--- config.mk ---
export PLATFORM = sky130hd
export DESIGN_NAME = bzf_ctrl
export DESIGN_NICKNAME = d
export VERILOG_FILES = /design/src/rtl/core/bzf_pkg.sv /design/src/rtl/core/bzf_ctrl.sv
export SDC_FILE = /design/constraint.sdc
export NUM_CORES = 1
export LEC_CHECK = 0
export BUFFER_PORTS_ARGS = -buffer_cell sky130_fd_sc_hd__clkbuf_2
export CORE_AREA = 2 2 39 41
export DETAILED_ROUTE_END_ITERATION = 8
export DIE_AREA = 0 0 41 43
export PLACE_DENSITY = 0.59
export REMOVE_ABC_BUFFERS = 1
export SETUP_SLACK_MARGIN = 0.3
export SLEW_MARGIN = 15
export SYNTH_ARGS = -nofsm -noshare
export SYNTH_HDL_FRONTEND = slang
export SYNTH_SLANG_ARGS = --single-unit
--- constraint.sdc ---
create_clock -name clk -period 1.7 [get_ports clk]
set_input_delay 0.34 -clock clk [delete_from_list [all_inputs] [get_ports clk]]
set_output_delay 0.34 -clock clk [all_outputs]
set_load 0.03 [all_outputs]
--- src/rtl/core/bzf_pkg.sv ---
// ----------------------------------------------------------------------------
// bzf_pkg - shared definitions for the quadratic Bezier flattener
// Command codes, register indexes, fixed widths and controller/datapath links.
// ----------------------------------------------------------------------------
package bzf_pkg;

  // Outline commands
  localparam int FUNC_W = 2;
  localparam logic [FUNC_W-1:0] FUNC_MOVE  = 2'd0;
  localparam logic [FUNC_W-1:0] FUNC_LINE  = 2'd1;
  localparam logic [FUNC_W-1:0] FUNC_CURVE = 2'd2;

  // Configuration port
  localparam int CFG_INDEX_W = 2;
  localparam int CFG_DATA_W  = 24;
  localparam logic [CFG_INDEX_W-1:0] REG_SCALE = 2'd0;
  localparam logic [CFG_INDEX_W-1:0] REG_STEPS = 2'd1;
  localparam logic [CFG_INDEX_W-1:0] REG_EMIT  = 2'd2;

  localparam int SCALE_W = 24;
  localparam int STEPS_W = 7;
  localparam logic [SCALE_W-1:0] SCALE_RESET = 24'd65536;
  localparam logic [STEPS_W-1:0] STEPS_RESET = 7'd4;
  localparam logic               EMIT_RESET  = 1'b1;

  // Q16.16 results
  localparam int SEG_W = 32;
  localparam logic [SEG_W-1:0] SEG_MAX = 32'h7FFF_FFFF;
  localparam logic [SEG_W-1:0] SEG_MIN = 32'h8000_0000;

  // Quotient bits retired per divider cycle
  localparam int DIV_BITS = 4;

  // Running maximum y after reset
  localparam int INIT_MAX_Y = -1000;
  localparam int MAX_Y_MIN_W = 11;

  typedef struct packed {
    logic item;     // input transfer this cycle
    logic init0;    // load S(0)
    logic init1;    // load first and second differences
    logic mul;      // scale S(k), step the difference engine
    logic load;     // load divider from product
    logic step;     // one divider iteration
    logic advance;  // current point becomes previous, k++
    logic out_seg;  // write chord to output register
    logic out_zero; // write measure-only result
  } bzf_cmd_t;

  typedef struct packed {
    logic div_done;
    logic first_point;
    logic last_chord;
    logic out_free;
  } bzf_status_t;

endpackage

--- src/rtl/core/bzf_ctrl.sv ---
// ----------------------------------------------------------------------------
// bzf_ctrl - sequencer for the Bezier flattener
// Walks each command through setup, per-point scale/divide and chord output.
// ----------------------------------------------------------------------------
module bzf_ctrl (
  input  logic                       clk,
  input  logic                       rst,
  input  logic                       in_valid,
  input  logic [bzf_pkg::FUNC_W-1:0] func,
  input  logic                       emit_segments,
  input  bzf_pkg::bzf_status_t       status,
  output logic                       in_ready,
  output bzf_pkg::bzf_cmd_t          cmd
);

  localparam logic [2:0] ST_IDLE  = 3'd0;
  localparam logic [2:0] ST_INIT0 = 3'd1;
  localparam logic [2:0] ST_INIT1 = 3'd2;
  localparam logic [2:0] ST_MUL   = 3'd3;
  localparam logic [2:0] ST_LOAD  = 3'd4;
  localparam logic [2:0] ST_DIV   = 3'd5;
  localparam logic [2:0] ST_EMIT  = 3'd6;
  localparam logic [2:0] ST_MEAS  = 3'd7;

  logic [2:0] state, state_next;

  always_comb begin
    cmd        = '0;
    state_next = state;
    in_ready   = (state == ST_IDLE);
    case (state)
      ST_IDLE: begin
        if (in_valid) begin
          cmd.item = 1'b1;
          if (func == bzf_pkg::FUNC_LINE || func == bzf_pkg::FUNC_CURVE) begin
            state_next = emit_segments ? ST_INIT0 : ST_MEAS;
          end
        end
      end
      ST_INIT0: begin
        cmd.init0  = 1'b1;
        state_next = ST_INIT1;
      end
      ST_INIT1: begin
        cmd.init1  = 1'b1;
        state_next = ST_MUL;
      end
      ST_MUL: begin
        cmd.mul    = 1'b1;
        state_next = ST_LOAD;
      end
      ST_LOAD: begin
        cmd.load   = 1'b1;
        state_next = ST_DIV;
      end
      ST_DIV: begin
        cmd.step = 1'b1;
        if (status.div_done) begin
          state_next = ST_EMIT;
        end
      end
      ST_EMIT: begin
        // the pen point only seeds the first chord
        if (status.first_point) begin
          cmd.advance = 1'b1;
          state_next  = ST_MUL;
        end else if (status.out_free) begin
          cmd.out_seg = 1'b1;
          cmd.advance = 1'b1;
          state_next  = status.last_chord ? ST_IDLE : ST_MUL;
        end
      end
      ST_MEAS: begin
        if (status.out_free) begin
          cmd.out_zero = 1'b1;
          state_next   = ST_IDLE;
        end
      end
      default: begin
        state_next = ST_IDLE;
      end
    endcase
  end

  always_ff @(posedge clk) begin
    if (rst) begin
      state <= ST_IDLE;
    end else begin
      state <= state_next;
    end
  end

endmodule

; ---- After elaboration in Yosys (flattened, before gate mapping)
; Cells that the tools add are included.
[word_totals]
wordCells = 40
output_inout_bits = 10
ff_bits = 3
inputBits = 10
[op_classes]
n_mux = 22
n_reduce_logical = 3
eq_ne = 14
[op_table]
columns = cell, count
row1 = $pmux W3 S8, 1
row2 = $mux W3, 7
row3 = $eq A3 B3 Y1 const B, 4
row4 = $mux W1, 11
row5 = $eq A3 B2 Y1 const B, 2
row6 = $mux W2, 3
row7 = $ne A2 B2 Y1 const B, 3
row8 = $reduce_and A5 Y1, 1
row9 = $eq A3 B1 Y1 const B, 1
row10 = $logic_not A3 Y1, 1
row11 = $ne A3 B3 Y1 const B, 1
row12 = $eq A2 B1 Y1 const B, 1
row13 = $eq A2 B2 Y1 const B, 1
row14 = $ne A2 B1 Y1 const B, 1
row15 = $logic_or A1 B1 Y1, 1

; ---- Longest topological paths before layout
; Gate-level depths: netlist (run 1).
[logic_depth]
word_depth = 5
mapped_depth = 5
ltp_nobuf = 4

; ---- Worst setup path after synthesis (run 1)
; OpenSTA, ideal clock, no wires.
[synth_path]
path_kind = flip-flop to output port
from = register state[0]
to = output cmd[8] in the netlist's numbering
arrival_ns = 1.652
path_slack_ns = -0.292
required_ns = 1.360
stages_incl_launch_ff = 4
n_path_buf = 1
cell_sequence = dfxtp_1 -> buf_2 -> nor3_1 -> and2_1
[synth_rtl]
columns = item, line_no
row1 = start: declaration, bzf_ctrl.sv:25  ; logic [2:0] state, state_next;
row2 = start signal: assignment, bzf_ctrl.sv:89  ; state <= state_next;
row3 = end: declaration, bzf_ctrl.sv:13  ; output bzf_pkg::bzf_cmd_t cmd

==> results of run 1 <==
kinds of logic after synthesis:
group	Yosys count
flip-flops	3
multiplexers	1
AO/OA/AOI/OAI	9
buffers and inverters	5
XOR/XNOR	1
AND/OR/NAND/NOR	23
worst max path at each step:
stage	start	end	slack, ns	depth (start not counted)
finish	state[0]	cmd[1]	0.25	3
global route	state[1]	cmd[6]	0.21	3
CTS	state[1]	cmd[1]	0.22	4
detailed placement	state[1]	state[1]	0.25	5
global placement	state[1]	state[1]	0.24	5
floorplan	state[0]	cmd[8]	-0.25	2
layout make-up:
type	instances	area, um^2
flip-flops and latches	3	71.3
repair buffers	31	243
multi-input cells	34	298
inverters	2	7.51
clock buffers	4	26.3
fillers	138	718
well taps	16	20.0
synthesized netlist by cell type, drive strengths merged:
master / instances / area (um^2)
a2111o: 1 / 11.3
a21oi: 1 / 5.00
a31oi: 2 / 27.5
and2: 1 / 6.26
and4b: 1 / 10.0
and4bb: 1 / 12.5
buf: 2 / 10.0
clkbuf: 1 / 3.75
dfxtp: 3 / 60.1
inv: 2 / 7.51
mux2i: 1 / 10.0
nand2: 4 / 17.5
nand2b: 3 / 18.8
nand3b: 1 / 7.51
nor2: 6 / 22.5
nor3: 2 / 10.0
nor3b: 3 / 22.5
o21ai: 3 / 15.0
o21bai: 1 / 7.51
o41ai: 1 / 16.3
or3b: 1 / 8.76
xnor2: 1 / 8.76
power by group through the flow:
stage / registers (W) / logic [W] / clock network (W)
after floorplan: 0.000183 / 0.000342 / 0
after global placement: 0.000186 / 0.000479 / 0
after detailed placement: 0.000190 / 0.000482 / 0
after CTS: 0.000203 / 0.000768 / 0.000134
after global routing: 0.000214 / 0.000900 / 0.000140
final: 0.000207 / 0.000844 / 0.000129
layer usage:
layer  GRT usage  up-vias  wire (um)  share of wire
li1            -      215          -              -
met1       0.182      205        406           0.38
met2       0.259       16        596           0.56
met3      0.0157        2         52          0.049
met4       0.100        0         16          0.015
met5           0        -          0              0
stage by stage:
stage          TNS, ns  utilization  hold slack (ns)
2_1_floorplan   -0.334            -            0.440
3_3_place_gp         0        0.309            0.603
3_5_place_dp         0        0.309            0.600
4_1_cts              0        0.449            0.364
5_1_grt              0        0.481            0.380
6_report             0        0.481            0.378
repair_timing:
item / in CTS / in global routing
endpoints found under the hold margin: 0 / 0
buffers inserted: 9 / 2
endpoints found under the setup margin: 12 / 11
pin swaps: 5 / 4
hold buffers: 0 / 0
resized for setup: 28 / 16
==> metrics, run 1 <==
status=finished, final reports clean; most frequent cells in the layout=buf_4, clkbuf_2, nor2_1; Die X=about 40 um; CP bufs+invs=1; first-pass GRT wire length=1.89 mm; CTS tree=yes; core area=0.00138 mm^2; io pins=20; final period utilization=0.854; r2r startpoint=state[1]; synth warn=0; r2r endpoint=state[1]; I/O Buffers=19; Synth Area in Simple Gates=0.427; Hold Path End=state[0]; GP Congestion=0.707; final instance area=666 um^2; biggest regs=state (3); Net Sw Frac=0.456; flop-to-flop setup slack=0.28 ns; crit end category=primary output; Post-Synth XOR/XNOR Area=0.0275; initial drt markers=2; Nets=85; WHS Path Cells=2; Worst EP required=1.36 ns; sequential element share of the synthesized area=0.188; proportion of power drawn by the clock network=0.109; initial antenna violation count=0; Final ANT Viol Nets=0; largest net degree at the start of global routing=9; DR DRC count=0; gr usage total=0.158; diode count=0; via count=438; drt wl/cell=11.9 um; Peak VDD IR=~0.76 mV; Placed Cells=75; PD cells=1770 mW/mm^2; Overflow after GRT=0; Net Switching=about 0.00054 W; Synth Area in Adders=0; Seq pwr share=0.175; RSZ-0062 raised after global routing=true; most common cell after layout, fill and taps aside=buf_4; dpl cell area=~430 um^2; layout cells sized above 1=0.689; Synth Cell Area=319 um^2; clk slew on worst S/H paths=0.04 ns; post-layout min period=1.45 ns; Non-Filler Instances=90; synthesis-to-finish area growth=109%; Rel. slew slack=0.834; critical path's largest stage delay=0.37 ns; Synth cell types=25; Starting Density=0.231; slack of the critical path=roughly 0.25 ns; Die Footprint=about 0.0018 mm^2; critical path's slowest cell=dfxtp_4; compound-cell area share of the yosys netlist=0.259; Sink Count=3; Crit path max-delay family=flip-flops; main combinational cell family by area after synthesis=simple AND/OR/NAND/NOR gates; Longest Clk Path Bufs=2; final WL=roughly 1.1 mm; Leak=0.323 nW; syn avg cell area=7.60 um^2; clock latency on the worst-skew pair=0.23 ns; CTS buffer count=3; Int Pwr=0.000642 W; Max-Cap Viols=0; Max H-tree Level=1; f_max=689 MHz; slew of the pin with the lowest slew margin=approximately 0.24 ns; CP Launch Type=register; Root Buffer=clkbuf_4; max FFs per register=3; overall power=0.00118 W; min-delay src=rst; Final setup violation count=0; category of the most critical setup path=register to primary output; register name with the most flops=state; drt first pass iters=2; cells along the critical path=nand2b_4 > nor3_4 > clkbuf_8; Reg2Reg Depth=7; cell row count=14; clock skew=between 0.003 and 0.004 ns; Comb pwr share=0.715; pre-CTS setup slack=between 0.2 and 0.3 ns; Synth Instances=42; Crit Path Max Fanout=6; register bit total from synthesis=3; vias in the first global route=459; Arrival @ worst endpoint=1.11 ns; vias per cell=approximately 5; Die Ht=43 um; Hold Crit Class=primary input to register; Slew Viols, Final=0; mux cell area share after synthesis=0.0314; DP Wirelength=605 um; Final Hold Fails=0
Power figures use the tool's default switching activity.
==> inputs of run 2 (changes only) <==
==> constraint.sdc (replaced) <==
create_clock -name clk -period 1.7 [get_ports clk]
set_input_delay 0.425 -clock clk [delete_from_list [all_inputs] [get_ports clk]]
set_output_delay 0.425 -clock clk [all_outputs]
set_load 0.03 [all_outputs]
==> run 2 against run 1 <==
Wire length fell by 0.93%. Non-clock buffer count rose by 2. Sequential share of layout area fell by 0.48 points. Critical endpoint unchanged. Largest cell class unchanged.
==> metrics, run 2 (same netlist as run 1, synthesis figures left out) <==
proportion of power drawn by the clock network=0.100 (-0.009); most common cell after layout, fill and taps aside=buf_4; Peak VDD IR=0.636 mV (-16%); synthesis-to-finish area growth=118%; register name with the most flops=state; Crit Path Max Fanout=6 (unchanged); first-pass GRT wire length=1.72 mm (-9.1%); initial antenna violation count=0 (unchanged); Arrival @ worst endpoint=1.11 ns (about the same); f_max=650 MHz (-5.6%); Hold Crit Class=primary input to register; Final ANT Viol Nets=0 (unchanged); most frequent cells in the layout=buf_4, clkbuf_2, buf_6; final WL=1.06 mm (-0.93%); Starting Density=0.231 (unchanged); category of the most critical setup path=register to primary output; largest net degree at the start of global routing=10 (+1); DR top layer=met3; wl on met1=442 um (+8.9%); clk slew on worst S/H paths=0.04 ns (about the same); filler cell count=130 (-5.8%); clock skew=0.000311 ns (-0.00326 ns); final period utilization=0.905 (+0.0507); io pins=20 (unchanged); Longest Clk Path Bufs=2 (unchanged); I/O Buffers=19 (unchanged); WL met2=574 um (-3.7%); post-layout min period=1.54 ns (+0.0862 ns); Sink Count=3 (unchanged); area occupied by multi-input gates=302 um^2 (+1.3%); cell row count=14 (unchanged); Die Footprint=0.00176 mm^2 (unchanged); crit end category=primary output; biggest regs=state (3); status=finished, final reports clean; Sequential Area=71.3 um^2 (unchanged); vias per cell=4.74 (-2.6%); core area=0.00138 mm^2 (unchanged); drt wl/cell=11.5 um (-3.1%); Die X=41 um (unchanged); Int Pwr=0.000669 W (+4.2%); drt first pass iters=4 (+2); layout cells sized above 1=0.697 (+0.00818); Final TNS setup=0 ns (unchanged); post-layout util=0.504 (+0.0226); clock latency on the worst-skew pair=0.23 ns (about the same); Seq pwr share=0.180 (+0.005); Max-Cap Viols=0 (unchanged); Overflow after GRT=0 (unchanged); PD cells=1740 mW/mm^2 (-1.9%); min-delay src=rst; DP Wirelength=593 um (-1.9%); Rel. slew slack=0.853 (+0.0188); GP Congestion=0.717 (+1.4%); max FFs per register=3 (unchanged); vias in the first global route=424 (-7.6%); Nets=87 (+2.4%); slack of the critical path=0.162 ns (-0.0862 ns); diode count=0 (unchanged); Die Ht=43 um (unchanged); Leak=0.326 nW (+0.96%); CP Launch Type=register; Hold WS=0.463 ns (+0.0846 ns); Slew Viols, Final=0 (unchanged); DR DRC count=0 (unchanged); Comb pwr share=0.720 (+0.005); via count=436 (-0.46%); initial drt markers=12 (+10); CTS buffer count=3 (unchanged); slew of the pin with the lowest slew margin=0.219 ns (-0.0258 ns); pre-CTS setup slack=0.0753 ns (-0.175 ns); CTS tree=yes; Final setup violation count=0 (unchanged); Root Buffer=clkbuf_4; Net Switching=0.000543 W (+0.95%); r2r startpoint=state[1]; Final Hold Fails=0 (unchanged); Worst EP required=1.27 ns (-0.09 ns); met3 WL=44 um (-15%); gr usage total=0.139 (-0.0192); Max H-tree Level=1 (unchanged); flop-to-flop setup slack=0.31 ns (+0.03 ns); RSZ-0062 raised after global routing=true; crit path launch=state[0]; Net Sw Frac=0.448 (-0.00774)
==> run 2: changes by cell type in the layout (fill, tap and decap cells not counted), sizes merged <==
cell and change:
buf +2
==> run 2: worst paths after layout <==
path                                  to  cells past startpoint
worst min-delay path            state[0]                      2
worst max-delay path              cmd[1]                      3
worst min register to register  state[2]                      2
worst max register to register  state[1]                      5
==> run 2: power groups by stage <==
| stage | clock network [W] | logic [W] | registers, W |
|---|---|---|---|
| after floorplan | 0 | 0.000342 | 0.000183 |
| after global placement | 0 | 0.000442 | 0.000211 |
| after detailed placement | 0 | 0.000447 | 0.000213 |
| after CTS | 0.000126 | 0.000753 | 0.000224 |
| after global routing | 0.000130 | 0.000928 | 0.000229 |
| final | 0.000121 | 0.000872 | 0.000218 |
==> run 2: repair_timing <==
item,4_1_cts,5_1_grt
buffers inserted,10,4
cloned,0,0
setup endpoints to repair,12,12
hold buffers,0,0
gates resized for setup,32,18
pin swaps,7,3
==> run 2: per-stage QoR <==
stage / total power, W / area [um^2] / instances
after floorplan: 0.000526 / 305 / 39
after detailed placement: 0.000660 / 420 / 74
after global placement: 0.000653 / 420 / 74
after CTS: 0.00110 / 631 / 88
after global routing: 0.00129 / 697 / 92
final: 0.00121 / 697 / 92
==> run 2: area by class of cell <==
cell class              instances  share of cell area
well taps                      16              0.0287
flip-flops and latches          3               0.102
multi-input cells              34               0.433
repair buffers                 33               0.388
clock buffers                   4              0.0377
inverters                       2              0.0108
==> run 2: layer usage <==
layer  track usage  vias to the layer above
met5             0                        -
met4        0.0200                        0
met3        0.0314                        0
met2         0.228                       12
met1         0.182                      203
li1              -                      221
==> run 2: critical path, stage by stage (launching register included) <==
cell and delay [ns]:
dfxtp_4 0.37, nand2b_4 0.17, nor3_4 0.17, clkbuf_8 0.18
